===== src/hdl/ssmd_pkg.sv =====
package ssmd_pkg;

    localparam int WORD_W      = 64;
    localparam int QUEUE_DEPTH = 2;
    localparam int QPTR_W      = (QUEUE_DEPTH > 1) ? $clog2(QUEUE_DEPTH) : 1;
    localparam int QCNT_W      = $clog2(QUEUE_DEPTH + 1);

    typedef enum logic [1:0] {
        ACT_WORD_A = 2'd0,
        ACT_WORD_B = 2'd1,
        ACT_END_A  = 2'd2,
        ACT_END_B  = 2'd3
    } t_action;

    typedef enum logic [1:0] {
        REQ_A      = 2'd0,
        REQ_B      = 2'd1,
        REQ_EITHER = 2'd2,
        REQ_NONE   = 2'd3
    } t_request;

    typedef enum logic [1:0] {
        ERR_OK    = 2'd0,
        ERR_HELD  = 2'd1,
        ERR_ENDED = 2'd2
    } t_error;

    // classified beat as it travels from front to back
    typedef struct packed {
        logic              to_b;
        logic              is_end;
        logic [WORD_W-1:0] word;
    } t_item;

endpackage


===== src/hdl/ssmd_front.sv =====
module ssmd_front (
    input  logic                       i_clk,
    input  logic                       i_rst_n,
    input  logic                       i_item_valid,
    output logic                       o_item_stall,
    input  logic [1:0]                 i_action,
    input  logic [ssmd_pkg::WORD_W-1:0] i_word,
    input  logic                       i_q_full,
    output logic                       o_push,
    output ssmd_pkg::t_item            o_item
);

    logic            r_valid;
    logic            n_valid;
    ssmd_pkg::t_item r_item;
    ssmd_pkg::t_item n_item;
    logic            accept;

    assign o_item_stall = r_valid && i_q_full;
    assign accept       = i_item_valid && !o_item_stall;
    assign o_push       = r_valid && !i_q_full;
    assign o_item       = r_item;

    always_comb begin
        n_item      = r_item;
        n_item.word = i_word;
        unique case (ssmd_pkg::t_action'(i_action))
            ssmd_pkg::ACT_WORD_A: begin
                n_item.to_b   = 1'b0;
                n_item.is_end = 1'b0;
            end
            ssmd_pkg::ACT_WORD_B: begin
                n_item.to_b   = 1'b1;
                n_item.is_end = 1'b0;
            end
            ssmd_pkg::ACT_END_A: begin
                n_item.to_b   = 1'b0;
                n_item.is_end = 1'b1;
            end
            default: begin
                n_item.to_b   = 1'b1;
                n_item.is_end = 1'b1;
            end
        endcase
    end

    always_comb begin
        priority if (accept) begin
            n_valid = 1'b1;
        end else if (o_push) begin
            n_valid = 1'b0;
        end else begin
            n_valid = r_valid;
        end
    end

    always_ff @(posedge i_clk) begin
        if (!i_rst_n) begin
            r_valid <= 1'b0;
        end else begin
            r_valid <= n_valid;
        end
    end

    always_ff @(posedge i_clk) begin
        if (accept) begin
            r_item <= n_item;
        end
    end

endmodule


===== src/hdl/ssmd_queue.sv =====
module ssmd_queue (
    input  logic            i_clk,
    input  logic            i_rst_n,
    input  logic            i_push,
    input  ssmd_pkg::t_item i_item,
    input  logic            i_pop,
    output ssmd_pkg::t_item o_item,
    output logic            o_full,
    output logic            o_empty
);

    ssmd_pkg::t_item                  r_slot [ssmd_pkg::QUEUE_DEPTH];
    logic [ssmd_pkg::QPTR_W-1:0]      r_wr_ptr;
    logic [ssmd_pkg::QPTR_W-1:0]      r_rd_ptr;
    logic [ssmd_pkg::QCNT_W-1:0]      r_count;
    logic [ssmd_pkg::QPTR_W-1:0]      n_wr_ptr;
    logic [ssmd_pkg::QPTR_W-1:0]      n_rd_ptr;
    logic [ssmd_pkg::QCNT_W-1:0]      n_count;

    localparam logic [ssmd_pkg::QPTR_W-1:0] LastPtr =
        ssmd_pkg::QPTR_W'(ssmd_pkg::QUEUE_DEPTH - 1);
    localparam logic [ssmd_pkg::QCNT_W-1:0] FullCnt =
        ssmd_pkg::QCNT_W'(ssmd_pkg::QUEUE_DEPTH);

    assign o_full  = (r_count == FullCnt);
    assign o_empty = (r_count == '0);
    assign o_item  = r_slot[r_rd_ptr];

    always_comb begin
        n_wr_ptr = r_wr_ptr;
        n_rd_ptr = r_rd_ptr;
        n_count  = r_count;
        if (i_push) begin
            n_wr_ptr = (r_wr_ptr == LastPtr) ? '0 : r_wr_ptr + 1'b1;
        end
        if (i_pop) begin
            n_rd_ptr = (r_rd_ptr == LastPtr) ? '0 : r_rd_ptr + 1'b1;
        end
        unique case ({i_push, i_pop})
            2'b10:   n_count = r_count + 1'b1;
            2'b01:   n_count = r_count - 1'b1;
            default: n_count = r_count;
        endcase
    end

    always_ff @(posedge i_clk) begin
        if (!i_rst_n) begin
            r_wr_ptr <= '0;
            r_rd_ptr <= '0;
            r_count  <= '0;
        end else begin
            r_wr_ptr <= n_wr_ptr;
            r_rd_ptr <= n_rd_ptr;
            r_count  <= n_count;
        end
    end

    always_ff @(posedge i_clk) begin
        if (i_push) begin
            r_slot[r_wr_ptr] <= i_item;
        end
    end

endmodule


===== src/hdl/ssmd_back.sv =====
module ssmd_back (
    input  logic                        i_clk,
    input  logic                        i_rst_n,
    input  ssmd_pkg::t_item             i_item,
    input  logic                        i_q_empty,
    output logic                        o_pop,
    output logic                        o_res_valid,
    input  logic                        i_res_stall,
    output logic [ssmd_pkg::WORD_W-1:0] o_out_word,
    output logic                        o_out_valid,
    output logic [1:0]                  o_request,
    output logic                        o_done_res,
    output logic [1:0]                  o_error
);

    // merge state
    logic [ssmd_pkg::WORD_W-1:0] r_head_a;
    logic [ssmd_pkg::WORD_W-1:0] r_head_b;
    logic [ssmd_pkg::WORD_W-1:0] r_last;
    logic                        r_head_a_held;
    logic                        r_head_b_held;
    logic                        r_ended_a;
    logic                        r_ended_b;
    logic                        r_last_valid;
    logic [ssmd_pkg::WORD_W-1:0] n_head_a;
    logic [ssmd_pkg::WORD_W-1:0] n_head_b;
    logic [ssmd_pkg::WORD_W-1:0] n_last;
    logic                        n_head_a_held;
    logic                        n_head_b_held;
    logic                        n_ended_a;
    logic                        n_ended_b;
    logic                        n_last_valid;

    // result register
    logic                        r_res_valid;
    logic [ssmd_pkg::WORD_W-1:0] r_out_word;
    logic                        r_out_valid;
    ssmd_pkg::t_request          r_request;
    logic                        r_done_res;
    ssmd_pkg::t_error            r_error;
    logic [ssmd_pkg::WORD_W-1:0] n_out_word;
    logic                        n_out_valid;
    ssmd_pkg::t_request          n_request;
    logic                        n_done_res;
    ssmd_pkg::t_error            n_error;

    logic                        held;
    logic                        ended;
    logic                        can_emit;
    logic                        pick_a;
    logic [ssmd_pkg::WORD_W-1:0] pick_word;

    assign o_pop       = !i_q_empty && (!r_res_valid || !i_res_stall);
    assign o_res_valid = r_res_valid;
    assign o_out_word  = r_out_word;
    assign o_out_valid = r_out_valid;
    assign o_request   = r_request;
    assign o_done_res  = r_done_res;
    assign o_error     = r_error;

    always_comb begin
        n_head_a      = r_head_a;
        n_head_b      = r_head_b;
        n_last        = r_last;
        n_head_a_held = r_head_a_held;
        n_head_b_held = r_head_b_held;
        n_ended_a     = r_ended_a;
        n_ended_b     = r_ended_b;
        n_last_valid  = r_last_valid;
        n_out_word    = '0;
        n_out_valid   = 1'b0;
        n_done_res    = 1'b0;
        n_error       = ssmd_pkg::ERR_OK;
        n_request     = ssmd_pkg::REQ_EITHER;
        can_emit      = 1'b0;
        pick_a        = 1'b0;

        held  = i_item.to_b ? r_head_b_held : r_head_a_held;
        ended = i_item.to_b ? r_ended_b : r_ended_a;

        // take the beat into the heads or end flags
        priority if (ended) begin
            n_error = ssmd_pkg::ERR_ENDED;
        end else if (held) begin
            n_error = ssmd_pkg::ERR_HELD;
        end else if (i_item.is_end) begin
            if (i_item.to_b) begin
                n_ended_b = 1'b1;
            end else begin
                n_ended_a = 1'b1;
            end
        end else if (i_item.to_b) begin
            n_head_b      = i_item.word;
            n_head_b_held = 1'b1;
        end else begin
            n_head_a      = i_item.word;
            n_head_a_held = 1'b1;
        end

        priority if (n_head_a_held && n_head_b_held) begin
            can_emit = 1'b1;
            pick_a   = (n_head_a <= n_head_b);
        end else if (n_head_a_held && n_ended_b) begin
            can_emit = 1'b1;
            pick_a   = 1'b1;
        end else if (n_head_b_held && n_ended_a) begin
            can_emit = 1'b1;
            pick_a   = 1'b0;
        end else begin
            can_emit = 1'b0;
        end

        pick_word = pick_a ? n_head_a : n_head_b;

        if (can_emit) begin
            if (pick_a) begin
                n_head_a_held = 1'b0;
                n_head_a      = '0;
            end else begin
                n_head_b_held = 1'b0;
                n_head_b      = '0;
            end
            // drop repeats of the last word sent
            if (!r_last_valid || (pick_word != r_last)) begin
                n_out_word   = pick_word;
                n_out_valid  = 1'b1;
                n_last       = pick_word;
                n_last_valid = 1'b1;
            end
        end

        priority if (n_ended_a && n_ended_b) begin
            n_done_res    = 1'b1;
            n_request     = ssmd_pkg::REQ_NONE;
            n_head_a      = '0;
            n_head_b      = '0;
            n_last        = '0;
            n_head_a_held = 1'b0;
            n_head_b_held = 1'b0;
            n_ended_a     = 1'b0;
            n_ended_b     = 1'b0;
            n_last_valid  = 1'b0;
        end else if (n_head_a_held) begin
            n_request = ssmd_pkg::REQ_B;
        end else if (n_head_b_held) begin
            n_request = ssmd_pkg::REQ_A;
        end else if (n_ended_a) begin
            n_request = ssmd_pkg::REQ_B;
        end else if (n_ended_b) begin
            n_request = ssmd_pkg::REQ_A;
        end else begin
            n_request = ssmd_pkg::REQ_EITHER;
        end
    end

    always_ff @(posedge i_clk) begin
        if (!i_rst_n) begin
            r_head_a_held <= 1'b0;
            r_head_b_held <= 1'b0;
            r_ended_a     <= 1'b0;
            r_ended_b     <= 1'b0;
            r_last_valid  <= 1'b0;
            r_res_valid   <= 1'b0;
        end else begin
            if (o_pop) begin
                r_head_a_held <= n_head_a_held;
                r_head_b_held <= n_head_b_held;
                r_ended_a     <= n_ended_a;
                r_ended_b     <= n_ended_b;
                r_last_valid  <= n_last_valid;
                r_res_valid   <= 1'b1;
            end else if (!i_res_stall) begin
                r_res_valid   <= 1'b0;
            end
        end
    end

    always_ff @(posedge i_clk) begin
        if (o_pop) begin
            r_head_a   <= n_head_a;
            r_head_b   <= n_head_b;
            r_last     <= n_last;
            r_out_word <= n_out_word;
            r_out_valid <= n_out_valid;
            r_request  <= n_request;
            r_done_res <= n_done_res;
            r_error    <= n_error;
        end
    end

endmodule


===== src/hdl/sorted_stream_merge_dedup_core.sv =====
// two-way merge of ascending 64-bit word streams with duplicate removal
//
// input channel (i_item_valid / o_item_stall): one beat carries i_action
// (word of a, word of b, end of a, end of b) and i_word. output channel
// (o_res_valid / i_res_stall): exactly one result beat for each input beat,
// in order, carrying the emitted word and its flag, the stream to feed next,
// the done flag and the error code.
//
// an accepted beat is registered in the input stage, then passes a
// two-entry queue into the merge unit, which updates the heads and writes
// the result register. throughput is one beat per cycle while the result
// side is not stalled, set by the combinational 64-bit compare and select
// in the merge unit.
//
// a stalled result holds in the output register while the queue and input
// stage keep taking beats; o_item_stall rises only when both are full.
// synchronous reset empties the pipeline and clears the held and end flags;
// after the second end marker the unit returns to that same empty state.
module sorted_stream_merge_dedup_core (
    input  logic                        i_clk,
    input  logic                        i_rst_n,
    input  logic                        i_item_valid,
    output logic                        o_item_stall,
    input  logic [1:0]                  i_action,
    input  logic [ssmd_pkg::WORD_W-1:0] i_word,
    output logic                        o_res_valid,
    input  logic                        i_res_stall,
    output logic [ssmd_pkg::WORD_W-1:0] o_out_word,
    output logic                        o_out_valid,
    output logic [1:0]                  o_request,
    output logic                        o_done_res,
    output logic [1:0]                  o_error
);

    ssmd_pkg::t_item front_item;
    ssmd_pkg::t_item q_item;
    logic            q_push;
    logic            q_pop;
    logic            q_full;
    logic            q_empty;

    ssmd_front u_front (
        .i_clk        (i_clk),
        .i_rst_n      (i_rst_n),
        .i_item_valid (i_item_valid),
        .o_item_stall (o_item_stall),
        .i_action     (i_action),
        .i_word       (i_word),
        .i_q_full     (q_full),
        .o_push       (q_push),
        .o_item       (front_item)
    );

    ssmd_queue u_queue (
        .i_clk   (i_clk),
        .i_rst_n (i_rst_n),
        .i_push  (q_push),
        .i_item  (front_item),
        .i_pop   (q_pop),
        .o_item  (q_item),
        .o_full  (q_full),
        .o_empty (q_empty)
    );

    ssmd_back u_back (
        .i_clk       (i_clk),
        .i_rst_n     (i_rst_n),
        .i_item      (q_item),
        .i_q_empty   (q_empty),
        .o_pop       (q_pop),
        .o_res_valid (o_res_valid),
        .i_res_stall (i_res_stall),
        .o_out_word  (o_out_word),
        .o_out_valid (o_out_valid),
        .o_request   (o_request),
        .o_done_res  (o_done_res),
        .o_error     (o_error)
    );

    a_no_overflow: assert property (@(posedge i_clk) disable iff (!i_rst_n)
        q_push |-> !q_full)
        else $error("queue written while full");

    a_pop_gives_result: assert property (@(posedge i_clk) disable iff (!i_rst_n)
        q_pop |=> o_res_valid)
        else $error("merge step left no result");

    a_done_shape: assert property (@(posedge i_clk) disable iff (!i_rst_n)
        (o_res_valid && o_done_res) |->
            (o_request == ssmd_pkg::REQ_NONE) && !o_out_valid)
        else $error("done result carries a word or a request");

    a_word_zero: assert property (@(posedge i_clk) disable iff (!i_rst_n)
        (o_res_valid && !o_out_valid) |-> (o_out_word == '0))
        else $error("word present without its flag");

endmodule


===== config.mk =====
export PLATFORM = sky130hd
export DESIGN_NAME = sorted_stream_merge_dedup_core
export DESIGN_NICKNAME = d
export VERILOG_FILES = /design/src/hdl/ssmd_pkg.sv /design/src/hdl/ssmd_front.sv /design/src/hdl/ssmd_queue.sv /design/src/hdl/ssmd_back.sv /design/src/hdl/sorted_stream_merge_dedup_core.sv
export SDC_FILE = /design/constraint.sdc
export NUM_CORES = 1
export LEC_CHECK = 0
export BUFFER_PORTS_ARGS = -buffer_cell sky130_fd_sc_hd__buf_2
export CELL_PAD_IN_SITES_DETAIL_PLACEMENT = 1
export CELL_PAD_IN_SITES_GLOBAL_PLACEMENT = 1
export CORE_MARGIN = 2
export CORE_UTILIZATION = 30
export DETAILED_ROUTE_END_ITERATION = 10
export PLACE_DENSITY_LB_ADDON = 0.3
export SYNTH_ARGS = -nofsm -noshare
export SYNTH_HDL_FRONTEND = slang
export SYNTH_SLANG_ARGS = --single-unit
export TNS_END_PERCENT = 20

===== constraint.sdc =====
create_clock -name i_clk -period 12.3 [get_ports i_clk]
set_clock_uncertainty 0.15 [all_clocks]
set_input_delay 2.46 -clock i_clk [delete_from_list [all_inputs] [get_ports i_clk]]
set_output_delay 2.46 -clock i_clk [all_outputs]
set_load 0.005 [all_outputs]

==> summary.txt <==
CELLS AND AREA
------------------------------------------------------------------------------
Storage cell area ...............................................   0.0141 mm²
Utilization after layout ........................................        0.355
Synthesis-to-layout area growth .................................        17.6%
Area used by multi-input combinational logic ....................  0.00775 mm²
Number of fill cells ............................................         8152
Ratio of cells with drive above 1 in the final layout ...........        0.168
Final instance area .............................................   0.0264 mm²
Final cell count without fillers ................................         3073
Nets@finish .....................................................         2194

PLACEMENT
------------------------------------------------------------------------------
HPWL Detailed ...................................................     61400 µm
Placed cell area ................................................   0.0246 mm²
Port Buffer Count ...............................................          141
Placed Cells ....................................................         2973
Final weighted congestion in routability-driven placement .......        0.959
Post-Place Worst Slack ..........................................      3260 ps

POWER
------------------------------------------------------------------------------
Power Dens Cells ................................................   324 mW/mm²
Net Switching ...................................................      3.81 mW
Clock network power share .......................................        0.190
Worst IR drop on VDD ............................................     0.135 mV
Net switching share of the total power ..........................        0.445
Internal power component ........................................      4.74 mW
Comb pwr share ..................................................        0.484
Total chip power ................................................      8.55 mW
Leakage .........................................................      9.79 nW
Seq pwr share ...................................................        0.326

FLOW RUN
------------------------------------------------------------------------------
Max-Cap Viols ...................................................            0

MIN PATH
------------------------------------------------------------------------------
Worst min-delay path endpoint ................................... u_queue.r_slot[1][39]$_DFFE_PP_
Number of cells on the worst hold path ..........................            0
Hold Crit Start ................................................. u_front.o_item[39]$_DFFE_PP_
Hold Crit Class ................................................. flop to flop

FLOORPLANNING
------------------------------------------------------------------------------
Core area .......................................................   0.0743 mm²
Horizontal die dimension ........................................       278 µm
Die outline area ................................................   0.0771 mm²
Y dimension of the die ..........................................       278 µm
Initial core utilization ........................................        0.302
Floorplan row count .............................................          100
Count of pins on the block boundary .............................          142

SYNTH
------------------------------------------------------------------------------
Portion of the post-synthesis area used by sequential elements ..        0.626
Cell count after synthesis ......................................         1881
Share of the synthesized area in the top cell type ..............        0.615
Most area-hungry cell type in the Yosys netlist ................. sky130_fd_sc_hd__edfxtp_1
Post-synthesis instance area ....................................   0.0225 mm²
Post-synth net total ............................................         2016
Post-synthesis register bit count ...............................          472
Dominant register cell in the synthesized netlist ............... sky130_fd_sc_hd__edfxtp_1
Top cells by area in the synthesized netlist .................... sky130_fd_sc_hd__edfxtp_1 (62%), sky130_fd_sc_hd__nor2_1 (5.6%), sky130_fd_sc_hd__mux2i_1 (5.1%), sky130_fd_sc_hd__ha_1 (3.6%), sky130_fd_sc_hd__a21oi_1 (3.4%)
Unique cell type count in the Yosys netlist .....................           69
Syn Area/Cell ...................................................     11.9 µm²
Number of enable-type register cells in the synthesized netlist .          460
Count of warnings emitted by yosys ..............................            0
Async set-or-reset flop fraction in the synthesized netlist .....            0

STA
------------------------------------------------------------------------------
RSZ-0062 raised after global routing ............................        false
Hold slack final ................................................       295 ps
Final Hold Viols ................................................            0
Final cycle utilization of the critical path ....................        0.745
Final-report max-slew violation count ...........................            0
Worst Tran Pin Value ............................................      1270 ps
Final critical path time including I/O delays and setup .........      9170 ps
Slew Limit Headroom .............................................        0.150
Setup TNS Final .................................................         0 ps
Final setup viols ...............................................            0
Achievable Freq .................................................      109 MHz
Crit path setup slack, layout ...................................      3130 ps

GRT
------------------------------------------------------------------------------
GR Util met2 ....................................................        0.328
Busiest layer in global routing .................................         met2
Overall routing resource usage ..................................        0.211
Maximum number of pins on one net before global-route repair ....           87
Grt ovf .........................................................            0
Vias in the first global route ..................................        16800
M1 GR Usage .....................................................        0.294
First-pass GRT wire length ......................................    118000 µm
Met3 global-route usage .........................................       0.0420
Initial antenna violation count .................................            2

WORST SETUP PATH
------------------------------------------------------------------------------
Worst Setup End Kind ............................................         flop
Crit-path max FO ................................................           86
Minimum setup slack among reg-to-reg paths ......................      3130 ps
Critical path data required time ................................     12460 ps
Number of cells on the worst reg-to-reg path ....................           19
CP arrival ......................................................      9330 ps
Class of the most critical setup path ........................... flop to flop
Worst flop-to-flop path endpoint ................................ u_back.o_out_word[49]$_SDFFCE_PN0P_
Type of origin of the critical path .............................         flop

CLOCK NETWORK
------------------------------------------------------------------------------
Resized Gates After CTS .........................................            0
Hold buffer count at cts ........................................            0
Post CTS Setup Buffer Count .....................................            0
Max Root-Sink Buffers ...........................................            3
Clock tree from TritonCTS .......................................         done
Buffer type at the clock tree root .............................. sky130_fd_sc_hd__clkbuf_16
Sinks on the clock net ..........................................          472
Clock-pin transition on the worst setup and hold timing paths ...        60 ps
Number of buffers added by the clock tree synthesis step ........           53
Later-pin clock latency in the skew report ......................       610 ps
Number of H-tree levels .........................................            2

DETAILED ROUTING
------------------------------------------------------------------------------
Detailed Routing Iterations Pass 1 ..............................            5
Average wire length per cell after detail routing ...............      26.8 µm
Routed wire length ..............................................     82200 µm
Residual DRC ....................................................            0
Final ANT Viol Nets .............................................            0
Total via count after detailed routing ..........................        16400
Per-cell via count in the routed design .........................         5.35
Drt initial violations ..........................................         1481

RUN STATUS
------------------------------------------------------------------------------
Status .......................................................... finished clean

[power by group through the flow]
stage | clock network (mW) | logic, mW | registers, mW
detailed placement | 0 | 4.10 | 2.81
finish | 1.63 | 4.14 | 2.79
CTS | 1.67 | 4.12 | 2.79
global placement | 0 | 4.02 | 2.80
global route | 1.73 | 4.47 | 2.83
floorplan | 0 | 2.37 | 2.75
[metal layers]
layer / part of all wire / up-vias / routed length, µm
met4: 0.032 / 0 / 2600
met3: 0.066 / 131 / 5440
li1: - / 7368 / -
met2: 0.45 / 565 / 36900
met5: 0 / - / 0
met1: 0.45 / 8383 / 37300
[critical path: stages, from the launching register on]
cell	delay, ps
sky130_fd_sc_hd__dfxtp_4	710
sky130_fd_sc_hd__or4b_1	590
sky130_fd_sc_hd__a21oi_4	160
sky130_fd_sc_hd__buf_4	590
sky130_fd_sc_hd__mux2i_1	790
sky130_fd_sc_hd__inv_1	150
sky130_fd_sc_hd__ha_1	370
sky130_fd_sc_hd__nand4_1	190
sky130_fd_sc_hd__or3_1	380
sky130_fd_sc_hd__nor4_1	630
sky130_fd_sc_hd__nand4_1	220
sky130_fd_sc_hd__nand2_1	140
sky130_fd_sc_hd__nand2_1	150
sky130_fd_sc_hd__nand2_4	840
sky130_fd_sc_hd__a21oi_1	580
sky130_fd_sc_hd__a2111oi_0	570
sky130_fd_sc_hd__nand4_1	250
sky130_fd_sc_hd__nor4_4	820
sky130_fd_sc_hd__buf_12	330
sky130_fd_sc_hd__nor3_1	110
[cell usage in the layout, fill, tap and decap left out, types with 17 or more instances in the layout]
master	instances
sky130_fd_sc_hd__nor4_1	18
sky130_fd_sc_hd__o21ai_0	54
sky130_fd_sc_hd__mux2_2	31
sky130_fd_sc_hd__nor3_1	90
sky130_fd_sc_hd__clkbuf_16	54
sky130_fd_sc_hd__xnor2_1	17
sky130_fd_sc_hd__nor2_1	332
sky130_fd_sc_hd__a21oi_1	151
sky130_fd_sc_hd__nand4_1	25
sky130_fd_sc_hd__edfxtp_1	460
sky130_fd_sc_hd__nand2_1	82
sky130_fd_sc_hd__buf_4	73
sky130_fd_sc_hd__ha_1	65
sky130_fd_sc_hd__buf_2	141
sky130_fd_sc_hd__mux2i_1	115
sky130_fd_sc_hd__inv_1	82
sky130_fd_sc_hd__o22ai_1	22
[worst max path at each step]
stage / from / endpoint / slack, ps / cells past startpoint
finish: flop / u_back.o_out_word[49]$_SDFFCE_PN0P_ / 3130 / 19
global route: flop / u_back.o_out_word[45]$_SDFFCE_PN0P_ / 2650 / 19
CTS: flop / u_back.o_out_word[49]$_SDFFCE_PN0P_ / 3210 / 19
detailed placement: flop / u_back.o_out_word[49]$_SDFFCE_PN0P_ / 3260 / 19
global placement: flop / u_back.o_out_word[43]$_SDFFCE_PN0P_ / 3350 / 19
floorplan: i_res_stall / u_back.r_last[0]$_SDFFCE_PP0P_ / 1240 / 5
[registers in the layout (all words and copies together), names as in the netlist, 2 cells and up, named ones only]
signal / count
u_back.o_error: 2
u_back.o_out_word: 64
u_back.o_request: 2
u_back.r_head_a: 64
u_back.r_head_b: 64
u_back.r_last: 64
u_front.o_item: 66
u_queue.r_count: 2
u_queue.r_slot: 132
[cells in the mapped netlist (13+ instances only)]
master and number:
sky130_fd_sc_hd__nor2b_1 13, sky130_fd_sc_hd__nor4_1 18, sky130_fd_sc_hd__nand2_1 83, sky130_fd_sc_hd__buf_2 16, sky130_fd_sc_hd__mux2_2 31, sky130_fd_sc_hd__nor3_1 90
sky130_fd_sc_hd__ha_1 65, sky130_fd_sc_hd__o21ai_0 56, sky130_fd_sc_hd__a211oi_1 15, sky130_fd_sc_hd__mux2i_1 115, sky130_fd_sc_hd__and2_1 14, sky130_fd_sc_hd__a21oi_1 153
sky130_fd_sc_hd__xnor2_1 17, sky130_fd_sc_hd__inv_1 83, sky130_fd_sc_hd__nor2_1 335, sky130_fd_sc_hd__nand4_1 25, sky130_fd_sc_hd__clkbuf_1 54, sky130_fd_sc_hd__o22ai_1 23
sky130_fd_sc_hd__a21o_1 15, sky130_fd_sc_hd__edfxtp_1 460
[cell type report]
type                            instances  area share
Sequential cell                       472       0.532
Multi-Input combinational cell       1232       0.293
Clock buffer                           60      0.0520
Timing Repair Buffer                  216      0.0490
Tap cell                              969      0.0459
Clock inverter                         39      0.0150
Inverter                               84      0.0122
Antenna cell                            1   0.0000948
[kinds of logic (layout without fill, tap and decap cells)]
family,after synthesis,count (layout),synth area share
flops,472,472,0.626
fa+ha+maj,65,65,0.0362
simple gates,638,638,0.128
xor+xnor,27,27,0.0105
mux,146,146,0.0668
buf+inv,177,399,0.0337
other cells,0,1,0
compound gates,356,356,0.0987
Power figures use the tool's default switching activity.
